==> config.mk <==
export PLATFORM = sky130hd
export DESIGN_NAME = riscv_call_return_tracker_core
export DESIGN_NICKNAME = d
export VERILOG_FILES = /design/src/rtl/core/rcrt_pkg.sv /design/src/rtl/core/riscv_call_return_tracker_core.sv /design/src/rtl/core/rcrt_fifo.sv /design/src/rtl/core/rcrt_front.sv /design/src/rtl/core/rcrt_back.sv
export SDC_FILE = /design/constraint.sdc
export NUM_CORES = 2
export LEC_CHECK = 0
export ABC_CLOCK_PERIOD_IN_PS = 9100
export BUFFER_PORTS_ARGS = -buffer_cell sky130_fd_sc_hd__clkbuf_2
export CORE_ASPECT_RATIO = 1.25
export CORE_MARGIN = 1
export CORE_UTILIZATION = 55
export DETAILED_ROUTE_END_ITERATION = 12
export GPL_TIMING_DRIVEN = 0
export PLACE_DENSITY = 0.68
export SETUP_SLACK_MARGIN = 0.05
export SKIP_CTS_REPAIR_TIMING = 1
export SYNTH_ARGS = -nofsm -noshare
export SYNTH_HDL_FRONTEND = slang
export SYNTH_HIERARCHICAL = 1
export SYNTH_MEMORY_MAX_BITS = 65536
export SYNTH_SLANG_ARGS = --single-unit
==> constraint.sdc <==
create_clock -name clk -period 9.1 [get_ports clk]
set_input_delay 0 -clock clk [delete_from_list [all_inputs] [get_ports clk]]
set_output_delay 0 -clock clk [all_outputs]
set_load 0.02 [all_outputs]
==> src/rtl/core/rcrt_pkg.sv <==
`default_nettype none
// ----------------------------------------------------------------------------
// rcrt_pkg - shared types and constants of the call/return tracker
// Item layouts of both ports, the decoded operation that travels from the
// front to the back, opcodes and link-register numbers.
// ----------------------------------------------------------------------------
package rcrt_pkg;

  localparam int STACK_DEPTH_DEF = 128;
  localparam int OPQ_DEPTH       = 4;
  localparam int OUTQ_DEPTH      = 4;

  localparam logic [6:0] OPC_JAL  = 7'b1101111;
  localparam logic [6:0] OPC_JALR = 7'b1100111;

  localparam logic [4:0] REG_RA = 5'd1;
  localparam logic [4:0] REG_T0 = 5'd5;

  localparam logic KIND_CALL = 1'b0;
  localparam logic KIND_RET  = 1'b1;

  typedef struct packed {
    logic [31:0] instr_pc;
    logic [31:0] instr_word;
    logic [31:0] rs1_value;
  } in_item_t;

  typedef struct packed {
    logic        event_kind;
    logic [31:0] event_pc;
    logic [31:0] callee_addr;
    logic [7:0]  nest_depth;
    logic        last_of_run;
  } out_item_t;

  // Stack operation produced by the front: a return, a call, or both
  // (return first).
  typedef struct packed {
    logic [31:0] pc;
    logic [31:0] target;
    logic        do_ret;
    logic        do_call;
  } op_t;

endpackage : rcrt_pkg
`default_nettype wire

==> src/rtl/core/riscv_call_return_tracker_core.sv <==
`default_nettype none
// ----------------------------------------------------------------------------
// riscv_call_return_tracker_core - RV32 call/return tracker
// Follows JAL/JALR of retired instructions, keeps a bounded callee-address
// stack; reports calls, and returns on a non-empty stack, with their depth.
// ----------------------------------------------------------------------------
//
//  channel   ports                              beat
//  --------  ---------------------------------  -------------------------------
//  input     in_push / in_full / in_data        push & !full: one instruction
//  result    out_pop / out_empty / out_data     pop & !empty: one call/return
//  config    cfg_valid / cfg_ready /            valid & ready: trace enable
//            cfg_trace_enable
//
//  One instruction is taken per cycle while in_full is low; a call or return
//  result goes from decode through the operation queue, the stack step and the
//  result queue. A JALR that returns and then calls takes a return step, then
//  a call step, in the single-port stack unit; in all other cases it takes one
//  item per cycle unless the result side stalls. Such stalls fill the result
//  queue, then the operation queue, and only then raise in_full. Reset clears
//  the stack, the queues and the trace enable; stack entries need no clearing.
//
module riscv_call_return_tracker_core
  import rcrt_pkg::*;
#(
  parameter int STACK_DEPTH = STACK_DEPTH_DEF
) (
  input  wire logic     clk,
  input  wire logic     rst_n,
  input  wire logic     cfg_valid,
  output logic          cfg_ready,
  input  wire logic     cfg_trace_enable,
  input  wire logic     in_push,
  output logic          in_full,
  input  wire in_item_t in_data,
  output logic          out_empty,
  input  wire logic     out_pop,
  output out_item_t     out_data
);

  op_t       fr_op, q_op;
  logic      fr_wr, opq_full, opq_empty, op_pop;
  logic      res_valid, outq_full;
  out_item_t res;

  // hold input while the operation queue is full
  assign in_full = opq_full;

  rcrt_front u_front (
    .clk              (clk),
    .rst_n            (rst_n),
    .cfg_valid        (cfg_valid),
    .cfg_ready        (cfg_ready),
    .cfg_trace_enable (cfg_trace_enable),
    .in_push          (in_push),
    .in_data          (in_data),
    .op_full          (opq_full),
    .op_wr            (fr_wr),
    .op               (fr_op)
  );

  // decouple decode from the stack step
  rcrt_fifo #(
    .WIDTH ($bits(op_t)),
    .DEPTH (OPQ_DEPTH)
  ) u_opq (
    .clk     (clk),
    .rst_n   (rst_n),
    .wr_en   (fr_wr),
    .wr_data (fr_op),
    .full    (opq_full),
    .rd_en   (op_pop),
    .rd_data (q_op),
    .empty   (opq_empty)
  );

  rcrt_back #(
    .STACK_DEPTH (STACK_DEPTH)
  ) u_back (
    .clk       (clk),
    .rst_n     (rst_n),
    .op_valid  (!opq_empty),
    .op        (q_op),
    .op_pop    (op_pop),
    .res_valid (res_valid),
    .res       (res),
    .res_full  (outq_full)
  );

  // result queue: advance results while the consumer stalls
  rcrt_fifo #(
    .WIDTH ($bits(out_item_t)),
    .DEPTH (OUTQ_DEPTH)
  ) u_outq (
    .clk     (clk),
    .rst_n   (rst_n),
    .wr_en   (res_valid),
    .wr_data (res),
    .full    (outq_full),
    .rd_en   (out_pop),
    .rd_data (out_data),
    .empty   (out_empty)
  );

endmodule : riscv_call_return_tracker_core
`default_nettype wire

==> src/rtl/core/rcrt_fifo.sv <==
`default_nettype none
// ----------------------------------------------------------------------------
// rcrt_fifo - small register queue
// Fixed-depth first-in first-out buffer; the head entry is shown while
// empty is low.
// ----------------------------------------------------------------------------
module rcrt_fifo
  import rcrt_pkg::*;
#(
  parameter int WIDTH = 32,
  parameter int DEPTH = OPQ_DEPTH
) (
  input  wire logic             clk,
  input  wire logic             rst_n,
  input  wire logic             wr_en,
  input  wire logic [WIDTH-1:0] wr_data,
  output logic                  full,
  input  wire logic             rd_en,
  output logic      [WIDTH-1:0] rd_data,
  output logic                  empty
);

  localparam int AW = (DEPTH > 1) ? $clog2(DEPTH) : 1;
  localparam int CW = $clog2(DEPTH + 1);
  localparam logic [AW-1:0] LAST_PTR = AW'(DEPTH - 1);
  localparam logic [CW-1:0] FULL_CNT = CW'(DEPTH);

  logic [WIDTH-1:0] mem_r [DEPTH];
  logic [AW-1:0]    wr_ptr_r, wr_ptr_nxt;
  logic [AW-1:0]    rd_ptr_r, rd_ptr_nxt;
  logic [CW-1:0]    cnt_r, cnt_nxt;
  logic             do_wr, do_rd;

  assign full    = (cnt_r == FULL_CNT);
  assign empty   = (cnt_r == '0);
  assign do_wr   = wr_en && !full;
  assign do_rd   = rd_en && !empty;
  assign rd_data = mem_r[rd_ptr_r];

  always_comb begin
    wr_ptr_nxt = wr_ptr_r;
    rd_ptr_nxt = rd_ptr_r;
    cnt_nxt    = cnt_r;
    if (do_wr) begin
      wr_ptr_nxt = (wr_ptr_r == LAST_PTR) ? '0 : wr_ptr_r + AW'(1);
    end
    if (do_rd) begin
      rd_ptr_nxt = (rd_ptr_r == LAST_PTR) ? '0 : rd_ptr_r + AW'(1);
    end
    if (do_wr && !do_rd) begin
      cnt_nxt = cnt_r + CW'(1);
    end else if (do_rd && !do_wr) begin
      cnt_nxt = cnt_r - CW'(1);
    end
  end

  always_ff @(posedge clk) begin
    if (!rst_n) begin
      wr_ptr_r <= '0;
      rd_ptr_r <= '0;
      cnt_r    <= '0;
    end else begin
      wr_ptr_r <= wr_ptr_nxt;
      rd_ptr_r <= rd_ptr_nxt;
      cnt_r    <= cnt_nxt;
    end
  end

  always_ff @(posedge clk) begin
    if (do_wr) begin
      mem_r[wr_ptr_r] <= wr_data;
    end
  end

endmodule : rcrt_fifo
`default_nettype wire

==> src/rtl/core/rcrt_front.sv <==
`default_nettype none
// ----------------------------------------------------------------------------
// rcrt_front - decode and classify
// Holds the trace enable, decodes JAL/JALR, forms the jump target and
// applies the link-register hints; only stack operations move on.
// ----------------------------------------------------------------------------
module rcrt_front
  import rcrt_pkg::*;
(
  input  wire logic     clk,
  input  wire logic     rst_n,
  input  wire logic     cfg_valid,
  output logic          cfg_ready,
  input  wire logic     cfg_trace_enable,
  input  wire logic     in_push,
  input  wire in_item_t in_data,
  input  wire logic     op_full,
  output logic          op_wr,
  output op_t           op
);

  logic        trace_enable_r, trace_enable_nxt;
  logic [6:0]  opcode;
  logic [4:0]  rd, rs1;
  logic        rd_link, rs1_link;
  logic [31:0] jal_imm, jalr_imm, jalr_sum;
  logic        is_jal, is_jalr;

  assign cfg_ready = 1'b1;

  always_comb begin
    trace_enable_nxt = trace_enable_r;
    if (cfg_valid) begin
      trace_enable_nxt = cfg_trace_enable;
    end
  end

  always_ff @(posedge clk) begin
    if (!rst_n) begin
      trace_enable_r <= 1'b0;
    end else begin
      trace_enable_r <= trace_enable_nxt;
    end
  end

  assign opcode   = in_data.instr_word[6:0];
  assign rd       = in_data.instr_word[11:7];
  assign rs1      = in_data.instr_word[19:15];
  assign rd_link  = (rd == REG_RA) || (rd == REG_T0);
  assign rs1_link = (rs1 == REG_RA) || (rs1 == REG_T0);
  assign is_jal   = (opcode == OPC_JAL);
  assign is_jalr  = (opcode == OPC_JALR);

  assign jal_imm  = {{11{in_data.instr_word[31]}}, in_data.instr_word[31],
                     in_data.instr_word[19:12], in_data.instr_word[20],
                     in_data.instr_word[30:21], 1'b0};
  assign jalr_imm = {{20{in_data.instr_word[31]}}, in_data.instr_word[31:20]};
  assign jalr_sum = in_data.rs1_value + jalr_imm;

  always_comb begin
    op.pc      = in_data.instr_pc;
    op.target  = in_data.instr_pc + jal_imm;
    op.do_ret  = 1'b0;
    op.do_call = 1'b0;
    if (is_jal) begin
      op.do_call = rd_link;
    end else if (is_jalr) begin
      // clear bit 0 of the register-relative target
      op.target  = {jalr_sum[31:1], 1'b0};
      op.do_call = rd_link;
      op.do_ret  = rs1_link && (!rd_link || (rd != rs1));
    end
  end

  // drop items while tracing is off and items that touch no stack
  assign op_wr = in_push && !op_full && trace_enable_r && (op.do_ret || op.do_call);

endmodule : rcrt_front
`default_nettype wire

==> src/rtl/core/rcrt_back.sv <==
`default_nettype none
// ----------------------------------------------------------------------------
// rcrt_back - stack execution
// Runs queued stack operations against the callee stack memory and builds
// the result items; a return-then-call operation takes two steps.
// ----------------------------------------------------------------------------
module rcrt_back
  import rcrt_pkg::*;
#(
  parameter int STACK_DEPTH = STACK_DEPTH_DEF
) (
  input  wire logic clk,
  input  wire logic rst_n,
  input  wire logic op_valid,
  input  wire op_t  op,
  output logic      op_pop,
  output logic      res_valid,
  output out_item_t res,
  input  wire logic res_full
);

  localparam int AW = (STACK_DEPTH > 1) ? $clog2(STACK_DEPTH) : 1;
  localparam int CW = $clog2(STACK_DEPTH + 1);
  localparam logic [CW-1:0] FULL_CNT = CW'(STACK_DEPTH);

  logic [31:0]   stack_mem_r [STACK_DEPTH];
  logic [31:0]   rd_data_r;

  logic [CW-1:0] count_r, count_nxt;
  logic          ph_r, ph_nxt;
  logic [CW-1:0] cnt_m1;
  logic [CW+7:0] depth_ret_w, depth_call_w;

  logic          s2_valid_r, s2_valid_nxt;
  logic          s2_kind_r;
  logic [31:0]   s2_pc_r;
  logic [31:0]   s2_addr_r;
  logic [7:0]    s2_depth_r;
  logic          s2_last_r;

  logic          ret_part, ret_hit, emit, s1_fire, push_ok, rd_en, wr_en;

  assign cnt_m1       = count_r - CW'(1);
  assign depth_ret_w  = {8'b0, cnt_m1};
  assign depth_call_w = {8'b0, count_r};

  assign ret_part = op.do_ret && !ph_r;
  assign ret_hit  = ret_part && (count_r != '0);
  assign emit     = ret_part ? ret_hit : 1'b1;
  assign push_ok  = (count_r < FULL_CNT);
  assign s1_fire  = op_valid && (!s2_valid_r || !res_full);
  assign op_pop   = s1_fire && !(ret_part && op.do_call);
  assign rd_en    = s1_fire && ret_hit;
  assign wr_en    = s1_fire && !ret_part && push_ok;

  always_comb begin
    count_nxt    = count_r;
    ph_nxt       = ph_r;
    s2_valid_nxt = s2_valid_r;
    if (s2_valid_r && !res_full) begin
      s2_valid_nxt = 1'b0;
    end
    if (s1_fire) begin
      ph_nxt = ret_part && op.do_call;
      if (ret_hit) begin
        count_nxt = cnt_m1;
      end else if (wr_en) begin
        count_nxt = count_r + CW'(1);
      end
      if (emit) begin
        s2_valid_nxt = 1'b1;
      end
    end
  end

  always_ff @(posedge clk) begin
    if (!rst_n) begin
      count_r    <= '0;
      ph_r       <= 1'b0;
      s2_valid_r <= 1'b0;
    end else begin
      count_r    <= count_nxt;
      ph_r       <= ph_nxt;
      s2_valid_r <= s2_valid_nxt;
    end
  end

  // result payload, loaded with each emitted step
  always_ff @(posedge clk) begin
    if (s1_fire && emit) begin
      s2_kind_r  <= ret_part ? KIND_RET : KIND_CALL;
      s2_pc_r    <= op.pc;
      s2_addr_r  <= op.target;
      s2_depth_r <= ret_part ? depth_ret_w[7:0] : depth_call_w[7:0];
      s2_last_r  <= ret_part ? !op.do_call : 1'b1;
    end
  end

  // callee stack: a read (pop) and a write (push) never happen in the same step
  always_ff @(posedge clk) begin
    if (rd_en) begin
      rd_data_r <= stack_mem_r[cnt_m1[AW-1:0]];
    end
    if (wr_en) begin
      stack_mem_r[count_r[AW-1:0]] <= op.target;
    end
  end

  assign res_valid       = s2_valid_r;
  assign res.event_kind  = s2_kind_r;
  assign res.event_pc    = s2_pc_r;
  assign res.callee_addr = (s2_kind_r == KIND_RET) ? rd_data_r : s2_addr_r;
  assign res.nest_depth  = s2_depth_r;
  assign res.last_of_run = s2_last_r;

endmodule : rcrt_back
`default_nettype wire
---- Yosys cells after proc, flatten, opt, wreduce, memory -nomap -nowiden ----
Memories as Yosys holds them, arrays and structs flattened. A register that Yosys moved wholly into a read port is not among the register bits.
Cells that the tools add are included.
cells by class
  reduce and logical (&&, ||, !) cells .... 47
  equal/unequal tests ..................... 13
  order comparisons ....................... 1
  muxes and demuxes ....................... 30
  add/subtract/negate cells ............... 12
operators by type and width
  cell                   count
  $add A32 B32 Y32       2
  $mux W34               1
  $mux W33               1
  $mux W32               1
  $mux W8                3
  $logic_and A1 B1 Y1    21
  $mux W2                8
  $eq A7 B7 Y1 const B   2
  $logic_not A1 Y1       14
  $mux W1                12
  $mux W3                4
  $eq A5 B1 Y1 const B   2
  $eq A5 B3 Y1 const B   2
  $add A2 B1 Y2 const B  4
  $add A8 B1 Y8 const B  1
  $eq A2 B2 Y1 const B   4
  $lt A8 B8 Y1 const B   1
  $reduce_bool A8 Y1     1
  $sub A8 B1 Y8 const B  1
  $add A3 B1 Y3 const B  2
  $eq A3 B3 Y1 const B   2
  $logic_not A3 Y1       2
  $reduce_bool A2 Y1     3
  $sub A3 B1 Y3 const B  2
  other kinds (3)        7
storage, ports and cells
  RAM bits ................................ 4,656
  logic and storage cells ................. 121
  flip-flop bits (word level) ............. 99
  bits of input ports ..................... 102
  memories ................................ 3
memories
  memory              words  bits a word  rd ports  clocked after memory_dff  wr ports  line             source
  u_back.stack_mem_r  128    32           1         1                         1         rcrt_back.sv:26  logic [31:0] stack_mem_r [STACK_DEPTH];
  u_outq.mem_r        4      74           1         1                         1         rcrt_fifo.sv:28  logic [WIDTH-1:0] mem_r [DEPTH];
  u_opq.mem_r         4      66           1         1                         1         rcrt_fifo.sv:28

---- Depth between registers and ports, before layout ----
  depth after elaboration ................. 14
  depth in mapped cells ................... 16
  depth with buffers taken out ............ 12

---- Cells and area by module ----
Netlist, hierarchy kept.
modules (own cells, without submodules)
  module                          sequential area each (um^2)  area each (um^2)  cells an instance  instances
  rcrt_back                       126,381.2                    161,030.7         7,280              1
  rcrt_fifo (u_outq)              9,068.7                      11,155.7          437                1
  rcrt_fifo (u_opq)               8,107.8                      9,993.3           395                1
  rcrt_front                      20.0                         4,017.6           570                1
  riscv_call_return_tracker_core  0.0                          3.8               1                  1

---- Worst setup path after synthesis ----
OpenSTA, ideal clock, no wires.
  kind .................................... register to register
  start ................................... reg u_back.count_r[0]
  end ..................................... reg u_back.count_r[7]
  setup slack ............................. 2.146 ns
  path buffers ............................ 6
  required time ........................... 8.981 ns
  period minus slack after synthesis ...... 6.954 ns
  setup time .............................. 0.119 ns
  arrival ................................. 6.835 ns
  cell stages (with the launch flop) ...... 14
  cells stage by stage .................... dfxtp_1 -> buf_2 -> buf_2 -> buf_2 -> buf_2 -> inv_1 -> clkbuf_1 -> ha_1 -> buf_2 -> nor3b_1 -> a31oi_1 -> o21ai_0 -> mux2i_1 -> nor2_1
between the ends
  cells in the longest elaborated chain, start to end .. 4
ends and longest elaborated chain
  what                                                line                              source
  start, declared                                     rcrt_back.sv:29                   logic [CW-1:0] count_r, count_nxt;
  start signal, assigned                              rcrt_back.sv:82                   count_r <= count_nxt;
  $lt A8 B8 Y1 or $reduce_bool A8 Y1 (tied branches)  rcrt_back.sv:50, rcrt_back.sv:48
  $logic_and A1 B1 Y1 (on tied branches)              rcrt_back.sv:54, rcrt_back.sv:48
  $reduce_bool A2 Y1 (no source line)                 --
  $reduce_and A2 Y1 (no source line)                  --
Several ways; a longest one is shown, not always the timed one. The select of a mux whose other input is x is not followed.
A chain may end at the register's enable or synchronous reset.

---- Worst setup path in the final report ----
  start ................................... reg u_back.count_r[0]
  end ..................................... reg u_back.rd_data_r[29], read port of u_back.stack_mem_r, data pin
between the ends
  cells in the longest elaborated chain, start to end .. 3
ends and longest elaborated chain
  what                                                   line             source
  branches (longest 3 deep; another with $sub A8 B1 Y8)  --
  end, declared                                          rcrt_back.sv:27  logic [31:0] rd_data_r;
Several ways; the timed one is not identified.

==> flow_summary_export.csv <==
group,metric,value,unit
outcome,run_status,"finished with violations",
outcome,violations,"negative hold slack, max-capacitance violations, negative setup slack",
synth,synthSimpleGateAreaFrac,3.10,%
placed_design,port_buffers,177,
setup_path,cp-start-kind,"register",
drt,vias,95300,
synth,yosysMostFrequentCell,"edfxtp_1",
floorplanning,rows,238,
setup_path,endpoint_kind,"register",
synth,synth_xor_area_share,0.328,%
synth,async_reset_ff_share,0,%
setup_path,endpoint,"u_back/rd_data_r[29]$_DFFE_PP_",
setup_path,path_class,"register to register",
min_path,hold_class,"input port to register",
drt,wl_per_cell,36.2,um
setup_path,crit_required,9.59,ns
finish,fin_area,214000,um2
synth,synth_common_cells,"4762 x edfxtp_1, 1178 x mux4_2, 629 x nand2_1",
drt,drtIter0Drc,13400,
global_route,grt-ovfl-total,0,
finish,layout-drive-gt1-share,26.7,%
floorplanning,die-area,341000,um2
synth,ys_ff_latch,4791,
drt,routed_wl,522,mm
synth,netlist_area,186000,um2
sta,setup_slack,-0.0798,ns
sta,worst_pin_slew,1.45,ns
finish,layout.nets,9780,
synth,synth-compound-area-share,1.86,%
setup_path,crit_fanout,10,
synth,synth_edf_count,4762,
setup_path,max_stage_delay,1.05,ns
placed_design,preCtsSetupSlack,-0.130,ns
sta,fin_crit_sh,101,%
drt,via_per_inst,6.60,
global_route,grt_pass1_wl,722,mm
clocking,cts_tree,"done",
setup_path,reg2reg_slack,-0.08,ns
sta,rsz0062_at_grt,"true",
finish,area_growth,14.7,%
clocking,cts_buffer_depth,4,
placed_design,post-dp-hpwl,352,mm
clocking,clkTransAtPathRegs,0.06,ns
sta,whs,-0.0411,ns
synth,yosysUniqueCellTypes,90,
setup_path,r2r_end,"u_back/rd_data_r[29]$_DFFE_PP_",
setup_path,cpMostUsedCell,"buf_2",
sta,finalSetupViolCount,2,
setup_path,rr_startpoint,"u_back/count_r[0]$_SDFFE_PN0P_",
clocking,clockRootBuffer,"clkbuf_16",
setup_path,crit_chain,"buf_2 -> buf_2 -> buf_2 -> buf_2 -> inv_1 -> clkbuf_1 -> ha_1 -> buf_2 -> buf_2 -> clkdlybuf4s15_1 -> clkbuf_1 -> mux4_2 -> mux2i_1 -> nand2_1 -> a32oi_1 -> nand4_1",
floorplanning,die_w,522,um
floorplanning,coreArea,336000,um2
power,power_density,204,nW/um2
global_route,gr-usage-met2,48.6,%
power,leakagePower,65.7,nW
clocking,insertion_delay,0.97,ns
setup_path,reg2regPathDepth,16,
floorplanning,io_pins,179,
synth,synth_fa_ha_area_share,0.540,%
synth,synth.area.mux_share,15.7,%
drt,ant_nets,0,
global_route,grtUsageMet1,40.2,%
global_route,grt_max_degree,90,
synth,synth_top_area_share,76.8,%
global_route,busiest_layer,"met2",
drt,drcViolationCount,0,
synth,syn_inst,8683,
setup_path,cpMaxStageDelayCell,"clkbuf_1",
sta,finalMaxSlewViolations,0,
setup_path,crit_path_start,"u_back/count_r[0]$_SDFFE_PN0P_",
global_route,antenna_found_initial,41,
setup_path,worstPathArrival,9.67,ns
global_route,grt_use_met3,6.60,%
synth,synth-main-ff-cell,"edfxtp_1",
synth,ys_seq_area_share,77.1,%
synth,synth_top_family_by_area,"multiplexers",
synth,synth_area_leader_cell,"edfxtp_1",
placed_design,place_congestion,1.02,
clocking,htreeDepth,5,
sta,hold_violations,12,
sta,clock-skew-final,0.0870,ns
clocking,clock-sinks,4791,
global_route,grt_pass1_vias,93700,
job,max_cap_violations,1,
clocking,numCtsBuffers,443,
drt,drtPass1Iterations,6,
sta,relSlewSlack,2.47,%
placed_design,postPlaceCellArea,198000,um2
floorplanning,fp.dieH,653,um
power,ir_drop,164,uV
synth,synth-warning-count,6,
global_route,grt_usage,30.7,%
synth,syn-num-nets,8863,
synth,syn_avg_cell_area,21.4,um2
finish,fillCellCount,22200,
floorplanning,initial_utilization,55.3,%
sta,fmax,109,MHz
synth,synth_area_leaders,"edfxtp_1 77%, mux4_2 14%, nand2_1 1.3%",
sta,period_minus_slack,9.18,ns
## flip-flops by register name (all words and copies together) (netlist names), 8 cells and up, named ones only
name,cells
u_outq/mem_r,296
u_back/count_r,8
u_back/s2_addr_r,32
u_back/s2_depth_r,8
u_back/s2_pc_r,32
u_opq/mem_r,264
u_back/rd_data_r,32
u_back/stack_mem_r,4096
## power by group
| part | internal [mW] | switching [mW] |
|---|---|---|
| clock | 10.4 | 8.00 |
| sequential | 23.9 | 0.0136 |
| combinational | 0.489 | 0.665 |
## area by class of cell
class                   instances  area, um2  area share, %
diodes                         25       62.6         0.0293
inverters                      31        116         0.0545
well taps                    4440       5560           2.60
flip-flops and latches       4791     144000           67.2
multi-input cells            3362      41300           19.3
clock inverters               270       2650           1.24
repair buffers                472       6190           2.90
plain buffers                 499       2480           1.16
clock buffers                 535      11700           5.46
## per-layer routing
metal / part of all wire, % / routed length (um) / up-vias
li1: - / - / 38000
met1: 36 / 185000 / 50400
met2: 48 / 252000 / 5780
met3: 10 / 52400 / 1068
met4: 6.0 / 31400 / 10
met5: 0.015 / 79 / -
## cell usage in the layout (no fill, tap or decap), types with 30 or more instances in the layout
master         count
bufinv_16         47
mux4_2          1146
nand4_1          106
buf_2            168
clkbuf_16        450
ha_1              74
nor2_4           128
xnor2_1           37
clkbuf_1         279
inv_1             30
mux2_2            34
buf_16            64
dlygate4sd3_1    107
nand2_1          629
clkbuf_2         200
buf_1             33
mux4_4            32
a211oi_1          66
o21ai_0           51
a31oi_1           38
a32oi_1           87
clkinv_1          95
mux2i_1          229
nor2_1            67
a21oi_1          129
nand3_1          179
buf_12           123
clkinv_2          88
buf_4             51
and2_1            68
edfxtp_1        4762
## metrics by stage
stage               setup TNS (ns)  power, mW  hold WS [ns]  std cells  utilization [%]
floorplan                        0       25.2         0.128       8683                -
global placement           -160.68       25.5         0.268      13300             57.2
detailed placement          -0.356       25.5         0.278      13500             58.8
CTS                         -0.664       43.7        -0.711      14300             63.1
global route                     0       44.6      -0.00590      14400             63.5
finish                      -0.118       43.5       -0.0411      14400             63.5
## worst min-delay path by stage
stage	start	to	slack, ns	cells after the start
global route	in_data[48]	u_opq/mem_r[3][18]$_DFFE_PP_	-0.006	4
finish	in_data[48]	u_opq/mem_r[0][18]$_DFFE_PP_	-0.04	4
global placement	cfg_trace_enable	u_front/trace_enable_r$_SDFFE_PN0P_	0.27	3
detailed placement	cfg_trace_enable	u_front/trace_enable_r$_SDFFE_PN0P_	0.28	3
CTS	cfg_trace_enable	u_front/trace_enable_r$_SDFFE_PN0P_	-0.71	3
floorplan	rst_n	u_front/trace_enable_r$_SDFFE_PN0P_	0.13	1
## worst max-delay path: cells and delay by family, from the launching register on
family	cells	cell delay [ns]
mux	2	0.74
buf+inv	10	5.43
flops	1	0.34
fa+ha+maj	1	0.47
simple gates	2	0.68
compound gates	1	0.96
## kinds of logic (layout without fill, tap and decap cells)
| kind of cell | count (synthesis) | after routing |
|---|---|---|
| AO/OA/AOI/OAI | 499 | 499 |
| XOR/XNOR | 68 | 68 |
| adder cells (fa/ha/maj) | 78 | 78 |
| buffers and inverters | 530 | 1807 |
| flip-flops | 4791 | 4791 |
| multiplexers | 1441 | 1441 |
| other | 1 | 26 |
| AND/OR/NAND/NOR | 1275 | 1275 |
(Power assumes the default switching activity.)
